$ cat config.mk
export PLATFORM = sky130hd
export DESIGN_NAME = cle_ram
export DESIGN_NICKNAME = d
export VERILOG_FILES = /design/src/hdl/cle_ram.sv
export SDC_FILE = /design/constraint.sdc
export NUM_CORES = 1
export LEC_CHECK = 0
export BUFFER_PORTS_ARGS = -buffer_cell sky130_fd_sc_hd__buf_4
export CAP_MARGIN = 40
export CORE_MARGIN = 3
export CORE_UTILIZATION = 56
export DETAILED_ROUTE_END_ITERATION = 10
export PLACE_DENSITY = 0.8
export SLEW_MARGIN = 15
export SYNTH_ARGS = -nofsm -noshare
export SYNTH_HDL_FRONTEND = slang
export SYNTH_SLANG_ARGS = --single-unit
$ cat constraint.sdc
create_clock -name clk -period 1.9 [get_ports clk]
set_input_delay 0.19 -clock clk [delete_from_list [all_inputs] [get_ports clk]]
set_output_delay 0.19 -clock clk [all_outputs]
set_load 0.1 [all_outputs]
$ cat src/hdl/cle_ram.sv
// ----------------------------------------------------------------------------
// cle_ram: simple dual-port synchronous RAM
// One write and one read port, read data registered, held when not reading.
// ----------------------------------------------------------------------------
module cle_ram #(
  parameter int DEPTH = 64,
  parameter int WIDTH = 8
) (
  input  logic                     clk,
  input  logic                     we,
  input  logic [$clog2(DEPTH)-1:0] waddr,
  input  logic [WIDTH-1:0]         wdata,
  input  logic                     re,
  input  logic [$clog2(DEPTH)-1:0] raddr,
  output logic [WIDTH-1:0]         rdata
);

  logic [WIDTH-1:0] mem [DEPTH];

  always_ff @(posedge clk) begin
    if (we) begin
      mem[waddr] <= wdata;
    end
  end

  always_ff @(posedge clk) begin
    if (re) begin
      rdata <= mem[raddr];
    end
  end

endmodule

# After elaboration in Yosys (flattened, before gate mapping)
# Memory sizes are Yosys's and may differ from the RTL's. A register that Yosys moved wholly into a read port is not among the register bits.
# Cells that the tools add are included.
# word_totals
ramBits	512
output_inout_bits	8
register_bits	0
mem_count	1
# memory_table
memory	depth	word_bits	read_ports	rd_clocked_by_memory_dff	wr	line_no	source
mem	64	8	1	1	1	18	logic [WIDTH-1:0] mem [DEPTH];
# op_classes
n_mux	2
# ops
op	n
two-way mux 1 bit	2

# Depth between registers and ports, before layout
# Gate-level depths: netlist (run 1).
# logic_depth
word_depth	2
ltp_mapped	9
depth_no_buf	5

# Least setup slack after synthesis (run 1)
# OpenSTA, ideal clock, no wires.
# synth_path
path_kind	in2reg
start	in raddr[1]
end	reg rdata[3] (read register of mem), data pin
cell_stages	7
t_arrival_ns	1.730
path_slack_ns	-0.096
setup_ns	0.266
path_buffers	3
cell_sequence	buf_4 > buf_2 > buf_2 > mux4_2 > mux4_2 > o21ai_1 > o41ai_1
# synth_rtl
item	line_no	source
start: declaration	14	input logic [$clog2(DEPTH)-1:0] raddr,
end: declaration	15	output logic [WIDTH-1:0] rdata

==> results.yml, run 1 <==
run_status:
  outcome: "complete, but fails checks"
  violations: "setup timing"
grt:
  grt_start_max_net_pins: 65
  antenna_found_initial: 3
  grt_overflow: 0
  track_usage: 0.2461
  grt_pass1_vias: 10950
  grt_pass1_wl_mm: 69.82
die:
  dieArea_mm2: 0.03847
  top_level_ports: 31
  core_area_mm2: 0.03557
  start_util: 0.5692
  num_rows: 69
  die_y_um: 196.1
  die_w_um: 196.1
setup_path:
  cp-start-kind: "flop"
  end_kind: "flop"
  path_class: "reg2reg"
  arrival_ns: 2.31
  cp_max_fo: 1
  cp.required_ns: 2.21
hold_path:
  min_path_type: "in2reg"
sta:
  skew_ns: 0.01892
  finalCriticalPeriod_ns: 1.999
  rsz0062_at_grt: "true"
  drv_slew: 0
  tightest_slew_ns: 0.7278
  setup_slack_ns: -0.09888
  slew_headroom: 0.5148
  hold_viol_final: 0
  fmax_mhz: 500.3
  finalSetupViolations: 6
  whs_ns: 0.1356
  period_share: 1.052
route:
  firstDrtPassIters: 7
  drtAntennaViolNets: 0
  routed_via_density: 6.481
  vias: 10480
  totalWireLength_mm: 46.23
  routedWlPerCell_um: 28.59
  drtIter0Drc: 1341
  remaining_drc_errors: 0
clock_tree:
  cts_buffers: 49
  clock_sinks: 520
  clock_latency_ns: 0.56
  root_buffer: "clkbuf_16"
  cts_buffer_depth: 3
  cts.reportedPaths.clkPinSlew_ns: 0.06
  post_cts_buffers: 0
  htreeDepth: 2
  cts_tree: "built"
layout:
  drive_gt1_frac: 0.3452
  utilization: 0.6617
  nFillCells: 2173
  syn2layout_area_growth_pct: 16.25
  seqCellArea_mm2: 0.01562
  antenna_cells: 0
  multi_input_area_mm2: 0.004428
  nets: 1147
synth:
  synthArstFlopShare: 0
  synth.distinct_cells: 39
  synth_seq_area_share: 0.7712
  synthFlopType: "edfxtp_1"
  synth_edf_count: 520
  ys_warn_count: 0
  synthCells: 940
  synthesis.nets: 963
  synth_area_mm2: 0.02025
  synth_area_per_cell_um2: 21.54
  ys_ff_latch: 520
power_and_ir_drop:
  max-vdd-ir-drop_v: 0.001023
  cellPowerDensity_mw_per_mm2: 973.6
  cellLeakagePower_uw: 0.007657
placed_design:
  hpwl_mm: 28.89
  place_ws_ns: -0.5120
  port_buffers: 30
  place.gp.congestion: 0.8651
run:
  drv_cap: 0
## cells in the mapped netlist (2+ instances only)
cell,instances,area share
o32ai_1,2,0.00087
nand3b_1,3,0.0011
mux4_2,126,0.14
o22ai_1,8,0.0025
a22oi_1,3,0.0011
nand2b_1,7,0.0022
buf_4,13,0.0048
nand4_1,2,0.00062
a2111oi_0,2,0.00087
mux2i_1,23,0.011
o41ai_1,2,0.00087
nor3_1,7,0.0017
buf_12,2,0.0020
nor2b_1,14,0.0043
a21oi_1,3,0.00074
o21ai_0,2,0.00049
mux2_2,13,0.0072
o221a_2,2,0.0011
edfxtp_1,520,0.77
a221oi_1,6,0.0026
o21ai_1,2,0.00049
nor4_1,2,0.00062
nand3_1,13,0.0032
clkbuf_1,17,0.0032
o2bb2ai_1,3,0.0013
nand2_1,19,0.0035
o21a_1,2,0.00074
a211oi_1,4,0.0015
buf_1,4,0.00074
nor2_1,83,0.015
buf_2,11,0.0027
buf_6,4,0.0022
o2111ai_1,3,0.0013
o221ai_1,8,0.0035
## kinds of logic after synthesis
kind of cell	count (synthesis)	synth area share
multiplexers	162	0.1588
flip-flops	520	0.7712
AND/OR/NAND/NOR	153	0.03374
AO/OA/AOI/OAI	54	0.02064
buffers and inverters	51	0.01563
## report_power, final
group	leakage, uW	switching, uW	internal, uW
Clock	0.000675	3890	4820
Combinational	0.00230	878	564
Sequential	0.00469	38.5	12700
## cell usage in the layout, fill, tap and decap left out, drive strengths merged, types with 2 or more instances in the layout
master / synthesis / routed
edfxtp: 520 / 520
buf: 34 / 182
mux4: 126 / 126
nor2: 83 / 83
clkbuf: 17 / 60
mux2i: 23 / 23
clkinv: 0 / 21
nand2: 19 / 19
nor2b: 14 / 14
nand3: 13 / 13
mux2: 13 / 13
o221ai: 8 / 8
o22ai: 8 / 8
nand2b: 7 / 7
nor3: 7 / 7
a221oi: 6 / 6
a211oi: 4 / 4
o21ai: 4 / 4
nand3b: 3 / 3
a21oi: 3 / 3
a22oi: 3 / 3
o2111ai: 3 / 3
o2bb2ai: 3 / 3
o21a: 2 / 2
o41ai: 2 / 2
nand4: 2 / 2
clkinvlp: 0 / 2
o221a: 2 / 2
nor4: 2 / 2
o32ai: 2 / 2
a2111oi: 2 / 2
## flip-flops by register name, summed over array words and instances (netlist names)
name   flops
rdata      8
mem      512
## layer usage
metal	wire [um]	vias to the layer above	GRT usage
met5	13	-	0
met4	2178	2	0.1114
met3	4623	158	0.05032
met2	22320	673	0.3878
met1	17090	5345	0.3393
li1	-	4302	-
## metrics by stage
stage,total power [uW],cells,TNS (ns),area (um^2)
2_1_floorplan,13780,940,0,20260
5_1_grt,23540,1617,-0.5839,23540
6_report,22910,1617,-0.3246,23540
4_1_cts,23000,1618,-0.3280,23520
3_5_place_dp,14390,1534,-3.184,22020
3_3_place_gp,14340,1534,-2.949,22020
## path summary, 6_finish.rpt
| kind | cells after the start | slack [ns] | end | startpoint |
|---|---|---|---|---|
| worst max-delay path | 5 | -0.1 | rdata[0] | mem[7][0] |
| worst min-delay path | 3 | 0.14 | rdata[2] | raddr[5] |
| worst max register to register | 5 | -0.1 | rdata[0] | mem[7][0] |
| worst min register to register | 3 | 0.93 | rdata[6] | mem[30][6] |
## worst max-delay path: stages, from the launching register on
cell       delay [ns]
edfxtp_1         0.40
mux4_2           0.52
mux4_2           0.49
nor2_2           0.13
nor3_1           0.07
o2bb2ai_1        0.15
## what timing repair did
action / in CTS / in global routing
hold buffers: 1 / 0
gates resized for setup: 21 / 6
setup endpoints to repair: 8 / 7
pin swaps: 3 / 3
endpoints found under the hold margin: 8 / 0
## area by class of cell
| cell class | count | share of cell area |
|---|---|---|
| clock buffer | 59 | 0.05369 |
| clock inverter | 24 | 0.005688 |
| timing repair buffer | 184 | 0.06454 |
| sequential | 520 | 0.6634 |
| multi-input combinational | 369 | 0.1881 |
| tap | 461 | 0.02451 |
Power figures use the tool's default switching activity.
==> run 2, diff against run 1 <==
--- a/config.mk
+++ b/config.mk
@@ -5,12 +5,13 @@
 export SDC_FILE = /design/constraint.sdc
 export NUM_CORES = 1
 export LEC_CHECK = 0
+export ABC_AREA = 1
 export BUFFER_PORTS_ARGS = -buffer_cell sky130_fd_sc_hd__buf_4
 export CAP_MARGIN = 40
 export CORE_MARGIN = 3
-export CORE_UTILIZATION = 56
+export CORE_UTILIZATION = 60
 export DETAILED_ROUTE_END_ITERATION = 10
-export PLACE_DENSITY = 0.8
+export PLACE_DENSITY = 0.81
 export SLEW_MARGIN = 15
 export SYNTH_ARGS = -nofsm -noshare
 export SYNTH_HDL_FRONTEND = slang
==> constraint.sdc (replaced) <==
create_clock -name clk -period 2.3 [get_ports clk]
set_input_delay 0.23 -clock clk [delete_from_list [all_inputs] [get_ports clk]]
set_output_delay 0.23 -clock clk [all_outputs]
set_load 0.1 [all_outputs]
==> run 2 against run 1 <==
The flow now finishes without violations; worst setup slack improved by 0.84 ns; count of clock-buffer cells in the layout rose by 8; critical path depth down 4; register-to-register slack better by 0.89 ns; critical path type is now reg2out; highest routed layer is now met4.
==> results.yml, run 2 <==
synth:
  muxShareOfSynthArea: 0
  synth_area_leaders: "edfxtp_1, nand2_1, nand3_1, buf_6, nor2_1"
  synth.distinct_cells: 15
  synth_seq_area_share: 0.7290
  synthArstFlopShare: 0
  ys_ff_latch: 520
  synthesis.nets: 1828
  synth_area_mm2: 0.02142
  synth_fa_ha_area_frac: 0
  synth_top_cell_area_share: 0.7290
  synth_top_family_by_area: "simple AND/OR/NAND/NOR gates"
  synth_compound_area_frac: 0
  synth_xor_area_frac: 0
  synthFlopType: "edfxtp_1"
  synth_common_cells: "nand2_1, edfxtp_1, nand3_1"
  yosysMostFrequentCell: "nand2_1"
  synth_edf_count: 520
  synthCells: 1805
  synth_area_per_cell_um2: 11.87
  synth_top_cell_by_area: "edfxtp_1"
  ys_warn_count: 0
  synth-simple-area-share: 0.2309
clock_tree:
  cts_resized: 0
  cts_buffer_depth: 3
  cts.reportedPaths.clkPinSlew_ns: 0.06
  root_buffer: "clkbuf_16"
  clock_sinks: 520
  cts_buffers: 49
  htreeDepth: 2
  cts_tree: "built"
  clock_latency_ns: 0.56
sta:
  period_share: 0.6790
  finalSetupTns_ns: 0
  whs_ns: 0.06206
  drv_slew: 0
  slew_headroom: 0.4398
  hold_viol_final: 0
  finalCriticalPeriod_ns: 1.562
  tightest_slew_ns: 0.8404
  rsz0062_at_grt: "false"
  fmax_mhz: 640.3
  finalSetupViolations: 0
  skew_ns: 0.01402
setup_path:
  crit_chain: "buf_4"
  cp-start-kind: "flop"
  crit_buf_inv: 1
  end_kind: "output pin"
  cpMaxStageDelayCell: "edfxtp_1"
  critical_path.startpoint: "rdata[5]"
  regToRegStartpoint: "mem[57][7]"
  cpPeakStageDelay_ns: 0.44
  path_class: "reg2out"
  path_delay_family: "flip-flops"
  arrival_ns: 1.33
  cp_max_fo: 1
  cp.required_ns: 2.07
power_and_ir_drop:
  cellPowerDensity_mw_per_mm2: 808.3
  max-vdd-ir-drop_v: 0.0005765
  cellLeakagePower_uw: 0.008650
die:
  core_area_mm2: 0.03488
  top_level_ports: 31
  start_util: 0.6140
  die_w_um: 194.9
  num_rows: 68
  die_y_um: 194.9
  dieArea_mm2: 0.03800
route:
  drtIter0Drc: 2095
  drtAntennaViolNets: 0
  totalWireLength_mm: 52.12
  remaining_drc_errors: 0
  routedWlPerCell_um: 22.10
  routed_via_density: 6.125
  firstDrtPassIters: 5
  vias: 14440
layout:
  largest-register: "mem"
  drive_gt1_frac: 0.09721
  top_regs: "mem x512, rdata x8"
  syn2layout_area_growth_pct: 10.60
  final_common_cell: "nand2_1"
  antenna_cells: 0
  nets: 1893
  most-common-layout-cells: "nand2_1, edfxtp_1, nand3_1"
  largest_reg_flops: 512
  utilization: 0.6791
placed_design:
  place.gp.congestion: 0.8627
  hpwl_mm: 29.20
  port_buffers: 30
grt:
  grt_pass1_vias: 13800
  grt_start_max_net_pins: 89
  track_usage: 0.2718
  grt_overflow: 0
  antenna_found_initial: 0
  grt_pass1_wl_mm: 79.71
run_status:
  outcome: "finished, final reports clean"
hold_path:
  hp-start: "raddr[5]"
  min_path_type: "in2reg"
run:
  drv_cap: 0
[run 2: changes by cell type in the layout (fill, tap and decap cells not counted), sizes merged, moves of 13 or more]
cell   previous run  this run
nand2            19       648
mux2i            23         0
nand3            13       439
mux2             13         0
nor2             83        56
nor2b            14         0
buf             182       126
inv               0        13
mux4            126         0
[run 2: metal layers]
metal	global-route usage	share of wire
met5	0	0
met2	0.4248	0.47
met4	0.1151	0.045
met3	0.05564	0.12
met1	0.3780	0.36
[run 2: worst register-to-register path: stages (launching register included)]
cell and delay, ns:
edfxtp_1 0.38, nand2_1 0.08, nand3_1 0.12, nand3_1 0.11, nand2_1 0.13, nand2_1 0.10
nand3_1 0.14, nand3_1 0.15, nand2_1 0.06
[run 2: power breakdown]
part	internal, uW	leakage (uW)	switching, uW
combinational	324	0.00328	1020
sequential	10500	0.00469	30.4
clock	4030	0.000686	3240
[run 2: area by class of cell]
cell class | count | area, um^2
Clock buffer | 67 | 1336
Clock inverter | 17 | 73.82
Fill cell | 2323 | 11190
Inverter | 12 | 52.55
Multi-Input combinational cell | 1160 | 4946
Sequential cell | 520 | 15620
Tap cell | 455 | 569.3
Timing Repair Buffer | 127 | 1097
[run 2: worst paths after layout]
check / cells after the start / end / slack, ns
worst min-delay path: 3 / rdata[1] / 0.06
worst max register to register: 8 / rdata[7] / 0.79
worst max-delay path: 1 / rdata[5] / 0.74
worst min register to register: 8 / rdata[1] / 0.91
[run 2: per-stage QoR]
stage / cell area [um^2] / instances / total power, uW / setup WS [ns]
after global routing: 23690 / 2358 / 19650 / 0.7157
after detailed placement: 22270 / 2273 / 12040 / 0.3299
after floorplan: 21420 / 1805 / 11560 / 0.3039
after CTS: 23690 / 2358 / 19170 / 0.7529
after global placement: 22270 / 2273 / 12010 / 0.3360
final: 23690 / 2358 / 19150 / 0.7383
[run 2: cell families (layout without fill, tap and decap cells)]
family / after synthesis / count (layout)
buffers and inverters: 125 / 223
flip-flops: 520 / 520
AND/OR/NAND/NOR: 1160 / 1160
[run 2: timing repair]
action	in CTS	in global routing
buffers inserted	0	0
hold buffers	1	0
hold endpoints to repair	8	0
==> run 3, diff against run 2 <==
--- a/config.mk
+++ b/config.mk
@@ -5,7 +5,7 @@
 export SDC_FILE = /design/constraint.sdc
 export NUM_CORES = 1
 export LEC_CHECK = 0
-export ABC_AREA = 1
+export ABC_AREA = 0
 export BUFFER_PORTS_ARGS = -buffer_cell sky130_fd_sc_hd__buf_4
 export CAP_MARGIN = 40
 export CORE_MARGIN = 3
==> constraint.sdc (replaced) <==
create_clock -name clk -period 1.5 [get_ports clk]
set_input_delay 0.15 -clock clk [delete_from_list [all_inputs] [get_ports clk]]
set_output_delay 0.15 -clock clk [all_outputs]
set_load 0.1 [all_outputs]
==> run 3 against run 2 <==
The run now ends with setup timing left; hold slack worse by 0.028 ns; critical path type is now reg2reg; non-clock buffer count is 76 higher; via count is 26% lower.
==> results.yml, run 3 (same netlist as run 1, synthesis figures left out) <==
grt:
  grt_pass1_vias: 11080
  grt_start_max_net_pins: 65
  use_met1: 0.3916
  antenna_found_initial: 3
  grt_pass1_wl_mm: 72.32
  grt_overflow: 0
  use_met2: 0.4321
  track_usage: 0.2779
  grt.busiest_layer: "met2"
  use_met3: 0.06468
layout:
  multi_input_area_mm2: 0.004641
  top_regs: "mem x512, rdata x8"
  seqCellArea_mm2: 0.01562
  drive_gt1_frac: 0.3917
  syn2layout_area_growth_pct: 20.07
  final_common_cell: "edfxtp_1"
  most-common-layout-cells: "edfxtp_1, buf_4, mux4_2"
  final_cell_area_mm2: 0.02431
  nFillCells: 1782
  largest-register: "mem"
  nets: 1167
  largest_reg_flops: 512
die:
  dieArea_mm2: 0.03598
  die_y_um: 189.7
  core_area_mm2: 0.03287
  start_util: 0.6160
  die_w_um: 189.7
  top_level_ports: 31
  num_rows: 66
clock_tree:
  htreeDepth: 2
  cts_buffers: 50
  post_cts_buffers: 0
  cts_buffer_depth: 3
  clock_latency_ns: 0.56
  clock_sinks: 520
  cts_tree: "built"
  cts.reportedPaths.clkPinSlew_ns: 0.07
  root_buffer: "clkbuf_16"
power_and_ir_drop:
  cellPowerDensity_mw_per_mm2: 1270
  max-vdd-ir-drop_v: 0.0009792
  cellLeakagePower_uw: 0.007940
sta:
  hold_viol_final: 0
  finalCriticalPeriod_ns: 1.979
  drv_slew: 0
  rsz0062_at_grt: "true"
  period_share: 1.319
  whs_ns: 0.03365
  finalSetupViolations: 8
  finalSetupTns_ns: -3.388
  setup_slack_ns: -0.4788
  slew_headroom: 0.5118
  fmax_mhz: 505.4
  tightest_slew_ns: 0.7323
  skew_ns: 0.01688
setup_path:
  crit_buf_inv: 0
  rrSetupSlack_ns: -0.48
  reg2reg_to: "rdata[1]"
  critical_path.startpoint: "mem[15][1]"
  crit_chain: "mux4_2 > mux4_2 > nor2_4 > nor3_2 > o2bb2ai_1"
  path_class: "reg2reg"
  cp-start-kind: "flop"
  cpMaxStageDelayCell: "mux4_2"
  cpPeakStageDelay_ns: 0.55
  cp_max_fo: 1
  cp.required_ns: 1.82
  crit_top_cell: "mux4_2"
  path_delay_family: "multiplexers"
  arrival_ns: 2.30
  r2r_cells: 5
  regToRegStartpoint: "mem[15][1]"
  end_kind: "flop"
route:
  totalWireLength_mm: 48.19
  drtAntennaViolNets: 0
  routedWlPerCell_um: 29.65
  drtIter0Drc: 1386
  routed_via_density: 6.563
  vias: 10670
  remaining_drc_errors: 0
  firstDrtPassIters: 5
hold_path:
  min_path_type: "in2reg"
  hp-start: "wdata[4]"
  whs_path_depth: 1
  worstHoldEndpoint: "mem[55][4]"
placed_design:
  hpwl_mm: 30.31
  place.gp.congestion: 0.9109
  port_buffers: 30
  place_ws_ns: -0.9796
  place_area_mm2: 0.02254
run_status:
  outcome: "complete, but fails checks"
  violations: "setup timing"
run:
  drv_cap: 0
[run 3: cell count changes in the layout (fill, tap and decap cells not counted), sizes merged, moves of 8 or more]
cell / previous run / this run
o221ai: 0 / 8
mux2i: 0 / 23
o22ai: 0 / 8
nor2b: 0 / 14
nor2: 56 / 83
inv: 13 / 2
mux2: 0 / 13
mux4: 0 / 126
nand2: 648 / 19
bufinv: 0 / 8
nand3: 439 / 13
clkbuf: 67 / 58
buf: 126 / 200
[run 3: worst max-delay path by stage]
| stage | endpoint | cells after the start |
|---|---|---|
| floorplan | rdata[7] | 7 |
| global placement | rdata[5] | 7 |
| finish | rdata[1] | 5 |
| CTS | rdata[1] | 5 |
| global route | rdata[1] | 5 |
| detailed placement | rdata[5] | 7 |
[run 3: final cells by class]
class / count / area share
clock buffer: 57 / 0.05255
multi-input combinational: 369 / 0.1909
clock inverter: 33 / 0.01534
antenna: 1 / 0.0001029
timing repair buffer: 203 / 0.07602
sequential: 520 / 0.6423
tap: 442 / 0.02275
[run 3: per-stage QoR]
stage / power, uW / cells / utilization
after detailed placement: 18390 / 1532 / 0.6858
final: 30870 / 1625 / 0.7396
after global routing: 31620 / 1624 / 0.7396
after floorplan: 17490 / 940 / -
after global placement: 18330 / 1532 / 0.6858
after CTS: 30980 / 1624 / 0.7394
[run 3: report_power, final]
part	total (uW)	internal, uW	switching [uW]
logic	2000	813	1190
clock network	12700	7490	5220
registers	16200	16100	50.8
total	30900	24400	6460
[run 3: timing repair]
action / in CTS / in global routing
endpoints found under the setup margin: 8 / 8
hold buffers: 2 / 0
pin swaps: 4 / 0
gates resized for setup: 23 / 1
endpoints found under the hold margin: 19 / 0
[run 3: layer usage]
metal | vias to the layer above | routed length, um
met1 | 5543 | 17890
met2 | 633 | 23470
li1 | 4350 | -
met4 | 4 | 2026
met3 | 135 | 4771
met5 | - | 24
